### src/rtl/lcdnp_pkg.sv
// ----------------------------------------------------------------------------
// lcdnp_pkg
// Shared types, codes and constant tables for the character display nibble
// port sequencer.
// ----------------------------------------------------------------------------
package lcdnp_pkg;

   localparam int ROWS_DEFAULT    = 4;
   localparam int COLUMNS_DEFAULT = 20;

   // command codes
   localparam logic [1:0] ACT_INIT   = 2'd0;
   localparam logic [1:0] ACT_CURSOR = 2'd1;
   localparam logic [1:0] ACT_CLEAR  = 2'd2;
   localparam logic [1:0] ACT_PRINT  = 2'd3;

   // display commands
   localparam logic [7:0] CMD_SET_DDRAM = 8'h80;
   localparam logic [7:0] CMD_CLEAR     = 8'h01;

   // timing, in milliseconds
   localparam logic [5:0] DLY_POWER_UP = 6'd50;
   localparam logic [5:0] DLY_PULSE    = 6'd1;
   localparam logic [5:0] DLY_CLEAR    = 6'd3;
   localparam logic [5:0] DLY_NONE     = 6'd0;

   // word counts per command, minus one
   localparam logic [4:0] LAST_INIT = 5'd28;
   localparam logic [4:0] LAST_BYTE = 5'd3;

   typedef enum logic {
      ST_IDLE,
      ST_RUN
   } state_type;

   typedef struct packed {
      logic [3:0] nib;
      logic [5:0] dly;
   } init_entry_type;

   // descriptor of the word the sequencer asks for
   typedef struct packed {
      logic       is_init;
      logic [4:0] cnt;
      logic [7:0] data;
      logic       rs;
      logic [5:0] final_dly;
      logic       bl;
   } step_type;

   typedef struct packed {
      logic [7:0] port;
      logic [5:0] dly;
   } word_type;

   // DDRAM start address of each display row
   function automatic logic [7:0] row_base(input logic [1:0] row);
      logic [7:0] base;
      case (row)
         2'd0: base = 8'h00;
         2'd1: base = 8'h40;
         2'd2: base = 8'h14;
         2'd3: base = 8'h54;
         default: base = 8'h00;
      endcase
      return base;
   endfunction

   // power-up nibble list: three wake-ups, 4-bit switch, then five bytes
   function automatic init_entry_type init_nibble(input logic [3:0] idx);
      init_entry_type e;
      case (idx)
         4'd0:  e = '{4'h3, 6'd5};
         4'd1:  e = '{4'h3, 6'd1};
         4'd2:  e = '{4'h3, 6'd1};
         4'd3:  e = '{4'h2, 6'd1};
         4'd4:  e = '{4'h2, 6'd1};  // function set, 2 lines
         4'd5:  e = '{4'h8, 6'd1};
         4'd6:  e = '{4'h0, 6'd1};  // display on
         4'd7:  e = '{4'hC, 6'd0};
         4'd8:  e = '{4'h0, 6'd1};  // clear
         4'd9:  e = '{4'h1, 6'd3};
         4'd10: e = '{4'h0, 6'd1};  // entry mode
         4'd11: e = '{4'h6, 6'd0};
         4'd12: e = '{4'h8, 6'd1};  // home cursor
         4'd13: e = '{4'h0, 6'd0};
         default: e = '{4'h0, 6'd0};
      endcase
      return e;
   endfunction

endpackage

### src/rtl/lcdnp_if.sv
// ----------------------------------------------------------------------------
// lcdnp_req_if / lcdnp_rsp_if
// Valid/ready channels for commands in and expander port words out.
// ----------------------------------------------------------------------------
interface lcdnp_req_if;
   logic       valid;
   logic       ready;
   logic [1:0] action;
   logic [7:0] cursor_column;
   logic [7:0] cursor_row;
   logic [7:0] char_code;
   logic       device_present;

   modport source (output valid, action, cursor_column, cursor_row, char_code,
                   device_present, input ready);
   modport sink   (input valid, action, cursor_column, cursor_row, char_code,
                   device_present, output ready);
endinterface

interface lcdnp_rsp_if;
   logic       valid;
   logic       ready;
   logic [7:0] port_byte;
   logic [5:0] delay_ms;
   logic       last;

   modport source (output valid, port_byte, delay_ms, last, input ready);
   modport sink   (input valid, port_byte, delay_ms, last, output ready);
endinterface

### src/rtl/lcdnp_word_former.sv
// ----------------------------------------------------------------------------
// lcdnp_word_former
// Shared unit: turns a step descriptor into one expander port word and delay.
// ----------------------------------------------------------------------------
module lcdnp_word_former
   import lcdnp_pkg::*;
(
   input  step_type step,
   output word_type word
);

   logic [4:0]     k;
   logic [3:0]     nib_idx;
   init_entry_type entry;
   logic [3:0]     nib;
   logic [5:0]     dly_after;
   logic           en;

   always_comb begin
      // init has one leading backlight-only word before the nibble stream
      k       = step.is_init ? (step.cnt - 5'd1) : step.cnt;
      nib_idx = k[4:1];
      en      = ~k[0];
      entry   = init_nibble(nib_idx);
      if (step.is_init) begin
         nib       = entry.nib;
         dly_after = entry.dly;
      end else begin
         nib       = nib_idx[0] ? step.data[3:0] : step.data[7:4];
         dly_after = nib_idx[0] ? step.final_dly : DLY_PULSE;
      end
      if (step.is_init && step.cnt == 5'd0) begin
         word.port = {4'h0, 1'b1, 1'b0, 1'b0, 1'b0};
         word.dly  = DLY_POWER_UP;
      end else begin
         word.port = {nib, step.bl, en, 1'b0, step.rs};
         word.dly  = k[0] ? dly_after : DLY_PULSE;
      end
   end

endmodule

### src/rtl/hd44780_nibble_port_sequencer.sv
// ----------------------------------------------------------------------------
// hd44780_nibble_port_sequencer
// Expands display commands into 4-bit-mode expander port words.
// ----------------------------------------------------------------------------
// Flow: the command is captured on acceptance; each word is then registered.
// Throughput: one word per cycle while the output is taken; init makes 29 words
//   and other commands 4 words, counted by the step counter driving the word
//   former; the input stays not ready until the last word is registered.
// Ignored commands produce no word and leave the block ready the next cycle.
// Reset: synchronous; clears initialized and backlight flags, state, output valid.
// ----------------------------------------------------------------------------
module hd44780_nibble_port_sequencer
   import lcdnp_pkg::*;
#(
   parameter int ROWS    = ROWS_DEFAULT,
   parameter int COLUMNS = COLUMNS_DEFAULT
) (
   input  logic         clock,
   input  logic         reset,
   lcdnp_req_if.sink    req,
   lcdnp_rsp_if.source  rsp
);

   // control state
   state_type  state_ff, state_in;
   logic       initialized_ff, initialized_in;
   logic       backlight_ff, backlight_in;
   logic       rsp_valid_ff, rsp_valid_in;
   logic [4:0] cnt_ff, cnt_in;

   // command held for the run
   logic       is_init_ff, is_init_in;
   logic [7:0] data_ff, data_in;
   logic       rs_ff, rs_in;
   logic [5:0] final_dly_ff, final_dly_in;
   logic [4:0] last_ff, last_in;

   // output word register
   logic [7:0] port_ff, port_in;
   logic [5:0] dly_ff, dly_in;
   logic       rsp_last_ff, rsp_last_in;

   step_type   step;
   word_type   word;
   logic       in_range;
   logic [7:0] cursor_addr;

   assign step = '{is_init: is_init_ff, cnt: cnt_ff, data: data_ff, rs: rs_ff,
                   final_dly: final_dly_ff, bl: backlight_ff};

   lcdnp_word_former u_former (
      .step (step),
      .word (word)
   );

   // cursor position check and DDRAM address
   assign in_range    = (int'(req.cursor_row) < ROWS) && (int'(req.cursor_column) < COLUMNS);
   assign cursor_addr = CMD_SET_DDRAM | (req.cursor_column + row_base(req.cursor_row[1:0]));

   assign req.ready     = (state_ff == ST_IDLE);
   assign rsp.valid     = rsp_valid_ff;
   assign rsp.port_byte = port_ff;
   assign rsp.delay_ms  = dly_ff;
   assign rsp.last      = rsp_last_ff;

   always_comb begin
      state_in       = state_ff;
      initialized_in = initialized_ff;
      backlight_in   = backlight_ff;
      rsp_valid_in   = rsp_valid_ff;
      cnt_in         = cnt_ff;
      is_init_in     = is_init_ff;
      data_in        = data_ff;
      rs_in          = rs_ff;
      final_dly_in   = final_dly_ff;
      last_in        = last_ff;
      port_in        = port_ff;
      dly_in         = dly_ff;
      rsp_last_in    = rsp_last_ff;

      // drop the word once the sink takes it
      if (rsp_valid_ff && rsp.ready) begin
         rsp_valid_in = 1'b0;
      end

      case (state_ff)
         ST_IDLE: begin
            if (req.valid) begin
               cnt_in       = 5'd0;
               is_init_in   = 1'b0;
               rs_in        = 1'b0;
               final_dly_in = DLY_NONE;
               last_in      = LAST_BYTE;
               case (req.action)
                  ACT_INIT: begin
                     // start power-up only on a present, fresh device
                     if (!initialized_ff && req.device_present) begin
                        state_in       = ST_RUN;
                        is_init_in     = 1'b1;
                        last_in        = LAST_INIT;
                        initialized_in = 1'b1;
                        backlight_in   = 1'b1;
                     end
                  end
                  ACT_CURSOR: begin
                     data_in = cursor_addr;
                     if (initialized_ff && in_range) begin
                        state_in = ST_RUN;
                     end
                  end
                  ACT_CLEAR: begin
                     data_in      = CMD_CLEAR;
                     final_dly_in = DLY_CLEAR;
                     if (initialized_ff) begin
                        state_in = ST_RUN;
                     end
                  end
                  ACT_PRINT: begin
                     data_in = req.char_code;
                     rs_in   = 1'b1;
                     if (initialized_ff) begin
                        state_in = ST_RUN;
                     end
                  end
                  default: begin
                     state_in = ST_IDLE;
                  end
               endcase
            end
         end
         ST_RUN: begin
            // advance when the output register is free or being emptied
            if (!rsp_valid_ff || rsp.ready) begin
               rsp_valid_in = 1'b1;
               port_in      = word.port;
               dly_in       = word.dly;
               rsp_last_in  = (cnt_ff == last_ff);
               if (cnt_ff == last_ff) begin
                  state_in = ST_IDLE;
               end else begin
                  cnt_in = cnt_ff + 5'd1;
               end
            end
         end
         default: begin
            state_in = ST_IDLE;
         end
      endcase
   end

   always_ff @(posedge clock) begin
      if (reset) begin
         state_ff       <= ST_IDLE;
         initialized_ff <= 1'b0;
         backlight_ff   <= 1'b0;
         rsp_valid_ff   <= 1'b0;
         cnt_ff         <= 5'd0;
      end else begin
         state_ff       <= state_in;
         initialized_ff <= initialized_in;
         backlight_ff   <= backlight_in;
         rsp_valid_ff   <= rsp_valid_in;
         cnt_ff         <= cnt_in;
      end
   end

   always_ff @(posedge clock) begin
      is_init_ff   <= is_init_in;
      data_ff      <= data_in;
      rs_ff        <= rs_in;
      final_dly_ff <= final_dly_in;
      last_ff      <= last_in;
      port_ff      <= port_in;
      dly_ff       <= dly_in;
      rsp_last_ff  <= rsp_last_in;
   end

   // a run only exists once the display has been brought up
   a_run_needs_init: assert property (@(posedge clock) disable iff (reset)
      (state_ff == ST_RUN) |-> (initialized_ff && backlight_ff))
      else $error("sequencer running before init");

   // the step counter never passes the last word of the command
   a_cnt_bound: assert property (@(posedge clock) disable iff (reset)
      (state_ff == ST_RUN) |-> (cnt_ff <= last_ff))
      else $error("step counter overran command");

   // emitting the last word always returns the sequencer to idle
   a_last_ends_run: assert property (@(posedge clock) disable iff (reset)
      ((state_ff == ST_RUN) && (!rsp_valid_ff || rsp.ready) && (cnt_ff == last_ff))
      |=> (state_ff == ST_IDLE) && rsp_valid_ff && rsp_last_ff)
      else $error("last word did not end the run");

endmodule
### src/flat_wrapper.sv
// flat-port wrapper written by rule: the top's interface ports become plain ports
module hd44780_nibble_port_sequencer_flat import lcdnp_pkg::*;
#(
   parameter int ROWS    = ROWS_DEFAULT,
   parameter int COLUMNS = COLUMNS_DEFAULT
)
  (clock, reset, req_valid, req_action, req_cursor_column, req_cursor_row, req_char_code, req_device_present, req_ready, rsp_valid, rsp_port_byte, rsp_delay_ms, rsp_last, rsp_ready);
  lcdnp_req_if req_i ();
  lcdnp_rsp_if rsp_i ();
  input  logic clock;
  input  logic reset;
  input wire logic [$bits(req_i.valid)-1:0] req_valid;
  input wire logic [$bits(req_i.action)-1:0] req_action;
  input wire logic [$bits(req_i.cursor_column)-1:0] req_cursor_column;
  input wire logic [$bits(req_i.cursor_row)-1:0] req_cursor_row;
  input wire logic [$bits(req_i.char_code)-1:0] req_char_code;
  input wire logic [$bits(req_i.device_present)-1:0] req_device_present;
  output wire logic [$bits(req_i.ready)-1:0] req_ready;
  output wire logic [$bits(rsp_i.valid)-1:0] rsp_valid;
  output wire logic [$bits(rsp_i.port_byte)-1:0] rsp_port_byte;
  output wire logic [$bits(rsp_i.delay_ms)-1:0] rsp_delay_ms;
  output wire logic [$bits(rsp_i.last)-1:0] rsp_last;
  input wire logic [$bits(rsp_i.ready)-1:0] rsp_ready;
  assign req_i.valid = req_valid;
  assign req_i.action = req_action;
  assign req_i.cursor_column = req_cursor_column;
  assign req_i.cursor_row = req_cursor_row;
  assign req_i.char_code = req_char_code;
  assign req_i.device_present = req_device_present;
  assign req_ready = req_i.ready;
  assign rsp_valid = rsp_i.valid;
  assign rsp_port_byte = rsp_i.port_byte;
  assign rsp_delay_ms = rsp_i.delay_ms;
  assign rsp_last = rsp_i.last;
  assign rsp_i.ready = rsp_ready;
  hd44780_nibble_port_sequencer #(.ROWS(ROWS), .COLUMNS(COLUMNS)) u_core (.clock(clock), .reset(reset), .req(req_i), .rsp(rsp_i));
endmodule
### config.mk
export PLATFORM = sky130hd
export DESIGN_NAME = hd44780_nibble_port_sequencer_flat
export DESIGN_NICKNAME = d
export VERILOG_FILES = /design/src/rtl/lcdnp_pkg.sv /design/src/rtl/lcdnp_if.sv /design/src/rtl/lcdnp_word_former.sv /design/src/rtl/hd44780_nibble_port_sequencer.sv /design/src/flat_wrapper.sv
export SDC_FILE = /design/constraint.sdc
export NUM_CORES = 1
export LEC_CHECK = 0
export BUFFER_PORTS_ARGS = -buffer_cell sky130_fd_sc_hd__buf_2
export CAP_MARGIN = 20
export CORE_AREA = 4 4 84 86
export DETAILED_ROUTE_END_ITERATION = 10
export DIE_AREA = 0 0 88 90
export GPL_TIMING_DRIVEN = 0
export HOLD_SLACK_MARGIN = 0.03
export PLACE_DENSITY = 0.49
export SYNTH_ARGS = -nofsm -noshare
export SYNTH_HDL_FRONTEND = slang
export SYNTH_SLANG_ARGS = --single-unit
### constraint.sdc
create_clock -name clock -period 5.8 [get_ports clock]
set_clock_uncertainty 0.15 [all_clocks]
set_input_delay 0.29 -clock clock [delete_from_list [all_inputs] [get_ports clock]]
set_output_delay 0.29 -clock clock [all_outputs]
set_load 0.02 [all_outputs]
==> results list <==
- The flow ran to the end, and the final reports show no timing, DRC or antenna violations.
- In this run the core area contains 29 standard-cell rows.
* Count of boundary I/O pins: 48
- Internal portion of total power: 402 uW
* Hold WS: 0.0955 ns
- From synthesis to final layout, the design area changed by 22.8%.
* Buffer depth of the longest clock path: 2
- Height of the chip: 90 um
- Share of power burned in the clock network: 0.360
- Clk slew on worst S/H paths: 0.07 ns
- Clock buffers created by TritonCTS: 5
* Clock network latency to the later pin of the worst-skew pair: 0.28 ns
* Area used by multi-input combinational logic: 827 sq um
* Vias per inst: 4.69
* Combinational power share: 0.143
- 0 antenna diodes ended up in the layout.
- After filler insertion, the fill cell instance count of the layout stands at 657.
- Finished Core Util: 0.358
- For the worst setup path, the data required time is 5.67 ns.
- Switching part of the total: 0.242
* Post-CTS Setup Repair Bufs: 0
- Sequential area share after synthesis: 0.482
- Number of nets still failing antenna checks after routing: 0
- Setup TNS after final layout: 0 ns
- On the worst path, the slowest cell contributes a delay of 0.35 ns.
* Total number of clock tree sinks: 32
- First-pass GRT wire length: 6330 um
* Ratio of total power to cell area: 236 mW/mm^2
- Count of final setup violators: 0
- Buffers placed on the I/O ports in this run total 43.
- The clock period could shrink to 2.30 ns.
- Least-Margin Pin Slew: 0.618 ns
- In the global route stage, overall resource usage came out at 0.100.
- The library cells used most frequently in the layout, excluding fill and tap cells, are 45 x buf_2, 24 x edfxtp_1, 13 x nand2_1.
- CTS tree: built
- Switching pwr: 128 uW
- STA classifies the critical path startpoint as a register.
* Max-cap violations: 0
* Unrepaired setup endpoints after global routing: no
- After detailed routing, the average wire length per cell comes to 12.6 um.
* Sequence of cells on the critical path: buf_2 -> inv_1 -> ha_1 -> and4bb_2 -> xnor2_2 -> mux2i_1 -> o22ai_1
* Count of endpoints failing hold in the final timing report: 0
- For this run, the leading register cell type out of synthesis is edfxtp_1.
- Proportion of power drawn by flip-flops and latches: 0.496
* Pin count of the biggest net entering global routing: 18
- Die X: 88 um
* # H-tree levels: 2
- Slew HR: 0.587
- Antenna violations before repair: 0
* Share of cells above drive strength 1: 0.289
- The worst setup path is captured at a register.
- Root Driver: clkbuf_8
- In the final design database the tool counted 264 nets.
- Hold buffer count at CTS: 0
- During synthesis, Yosys emitted a total of 0 warnings.
- Resized cells post-CTS: 0
- Across all layers, the routed design uses 1431 vias.
* Register bit total from synthesis: 32
- Leakage power: 0.893 nW
* First-pass iteration count of the detailed router: 4
- Detailed placement finished with a half-perimeter wire length of 2950 um.
- Synthesized instance count: 176
- The synthesized netlist contains 48 unique library cells.
- Of the post-synthesis cell area, the dominant cell type holds 0.394.
* Average instance area after synthesis: 10.4 sq um
- The initial utilization of the core area, before any placement, comes to 0.291.
- RD Place Congestion: 0.785
- Start-to-end type of the worst setup path: reg2reg
- After synthesis, the cell types taking the most area are edfxtp_1 39%, dfxtp_1 8.8%, ha_1 4.1%.
- Data arrival time of the worst path: 2.16 ns
- The path class of the tightest hold or removal check is in2reg.
- The core region is 0.00628 sq mm.
* Violation count after the first detailed-route iteration: 81
- Counting flops with an async set or reset pin after synthesis yields a share of 0.
- Remaining global-route overflow: 0
- Area of the die: 0.00792 sq mm
- Crit Path Max Fanout: 10
* Slowest CP cell: xnor2_2
- Total standard cell area after synthesis: 0.00183 sq mm
- Most area-hungry cell type in the Yosys netlist: edfxtp_1
* Maximum vdd drop: 0.0987 mV
* Final wirelength: 3830 um
- Detailed-route DRC error count: 0
- The library cell used most frequently in the layout, excluding fill and tap cells, is buf_2.
- F_max: 435 MHz
* Count of pins over their slew limit: 0
* Sequential standard cell area: 881 sq um
- Counting flops with a built-in enable in the synthesized netlist gives 24.
* Via count of the first global-routing pass: 1425
- Final worst-path cycle share: 0.396
## critical path, delay by kind of cell (launching register included)
| kind | cells | cell delay [ns] |
|---|---|---|
| compound gates | 1 | 0.09 |
| xor+xnor | 1 | 0.35 |
| fa+ha+maj | 1 | 0.22 |
| buf+inv | 2 | 0.38 |
| flops | 1 | 0.34 |
| mux | 1 | 0.23 |
| simple gates | 1 | 0.26 |
## sequential cells by signal (all words and copies together), names as in the netlist, 2 cells and up
signal                flops
u_core.data_ff            8
u_core.last_ff            2
u_core.rsp.port_byte      7
u_core.cnt_ff             5
u_core.rsp.delay_ms       4
## power groups by stage
stage | sequential (mW) | combinational [mW] | clock [mW]
after global routing | 0.264 | 0.0853 | 0.205
after floorplan | 0.271 | 0.0476 | 0
after detailed placement | 0.268 | 0.0763 | 0
after CTS | 0.263 | 0.0766 | 0.197
final | 0.263 | 0.0760 | 0.191
after global placement | 0.268 | 0.0764 | 0
## kinds of logic after synthesis
group,share of synthesized area
other cells,0.00205
compound gates,0.146
mux,0.0335
buf+inv,0.0684
xor+xnor,0.0376
fa+ha+maj,0.0410
flops,0.482
simple gates,0.189
## final cells by class
class	instances	share of cell area
inverter	12	0.0212
timing repair buffer	43	0.0958
clock inverter	1	0.00223
clock buffer	7	0.0434
sequential	32	0.392
multi-input combinational	121	0.368
tap	77	0.0429
buffer	12	0.0345
## through the flow
step / cells / setup WS [ns] / cell area [sq um] / power, mW
floorplan: 177 / 3.75 / 1830 / 0.319
global placement: 297 / 3.52 / 2140 / 0.344
detailed placement: 297 / 3.51 / 2140 / 0.344
CTS: 305 / 3.49 / 2250 / 0.537
global route: 305 / 3.33 / 2250 / 0.554
finish: 305 / 3.50 / 2250 / 0.530
## Yosys cell counts (3+ instances only)
| cell type | count |
|---|---|
| and2_1 | 3 |
| ha_1 | 6 |
| nor4_1 | 3 |
| xnor2_1 | 4 |
| nand2b_1 | 4 |
| edfxtp_1 | 24 |
| nor2_1 | 10 |
| buf_4 | 4 |
| o211ai_1 | 3 |
| nand2_1 | 13 |
| nand3_1 | 4 |
| mux2i_1 | 5 |
| clkbuf_1 | 4 |
| a22o_1 | 3 |
| o21ai_0 | 7 |
| inv_1 | 11 |
| dfxtp_1 | 8 |
| a21oi_1 | 9 |
| a31oi_1 | 5 |
| o22ai_1 | 3 |
| nor2b_1 | 4 |
## worst paths after layout
kind | start | endpoint | slack [ns] | depth (start not counted)
max | u_core.cnt_ff[1]$_SDFFE_PP0P_ | u_core.rsp.port_byte[7]$_SDFFCE_PP0P_ | 3.50 | 7
min | reset | u_core.rsp.valid$_SDFF_PP0_ | 0.1 | 2
max reg2reg | u_core.cnt_ff[1]$_SDFFE_PP0P_ | u_core.rsp.port_byte[7]$_SDFFCE_PP0P_ | 3.50 | 7
min reg2reg | u_core.rsp.valid$_SDFF_PP0_ | u_core.rsp.valid$_SDFF_PP0_ | 0.35 | 2
## metal layers
metal	vias to the layer above	routed length [um]	track usage
met3	6	259	0.0329
met4	0	78	0.0460
met1	638	1840	0.122
met5	-	0	0
met2	45	1650	0.158
li1	742	-	-
Power figures use the tool's default switching activity.
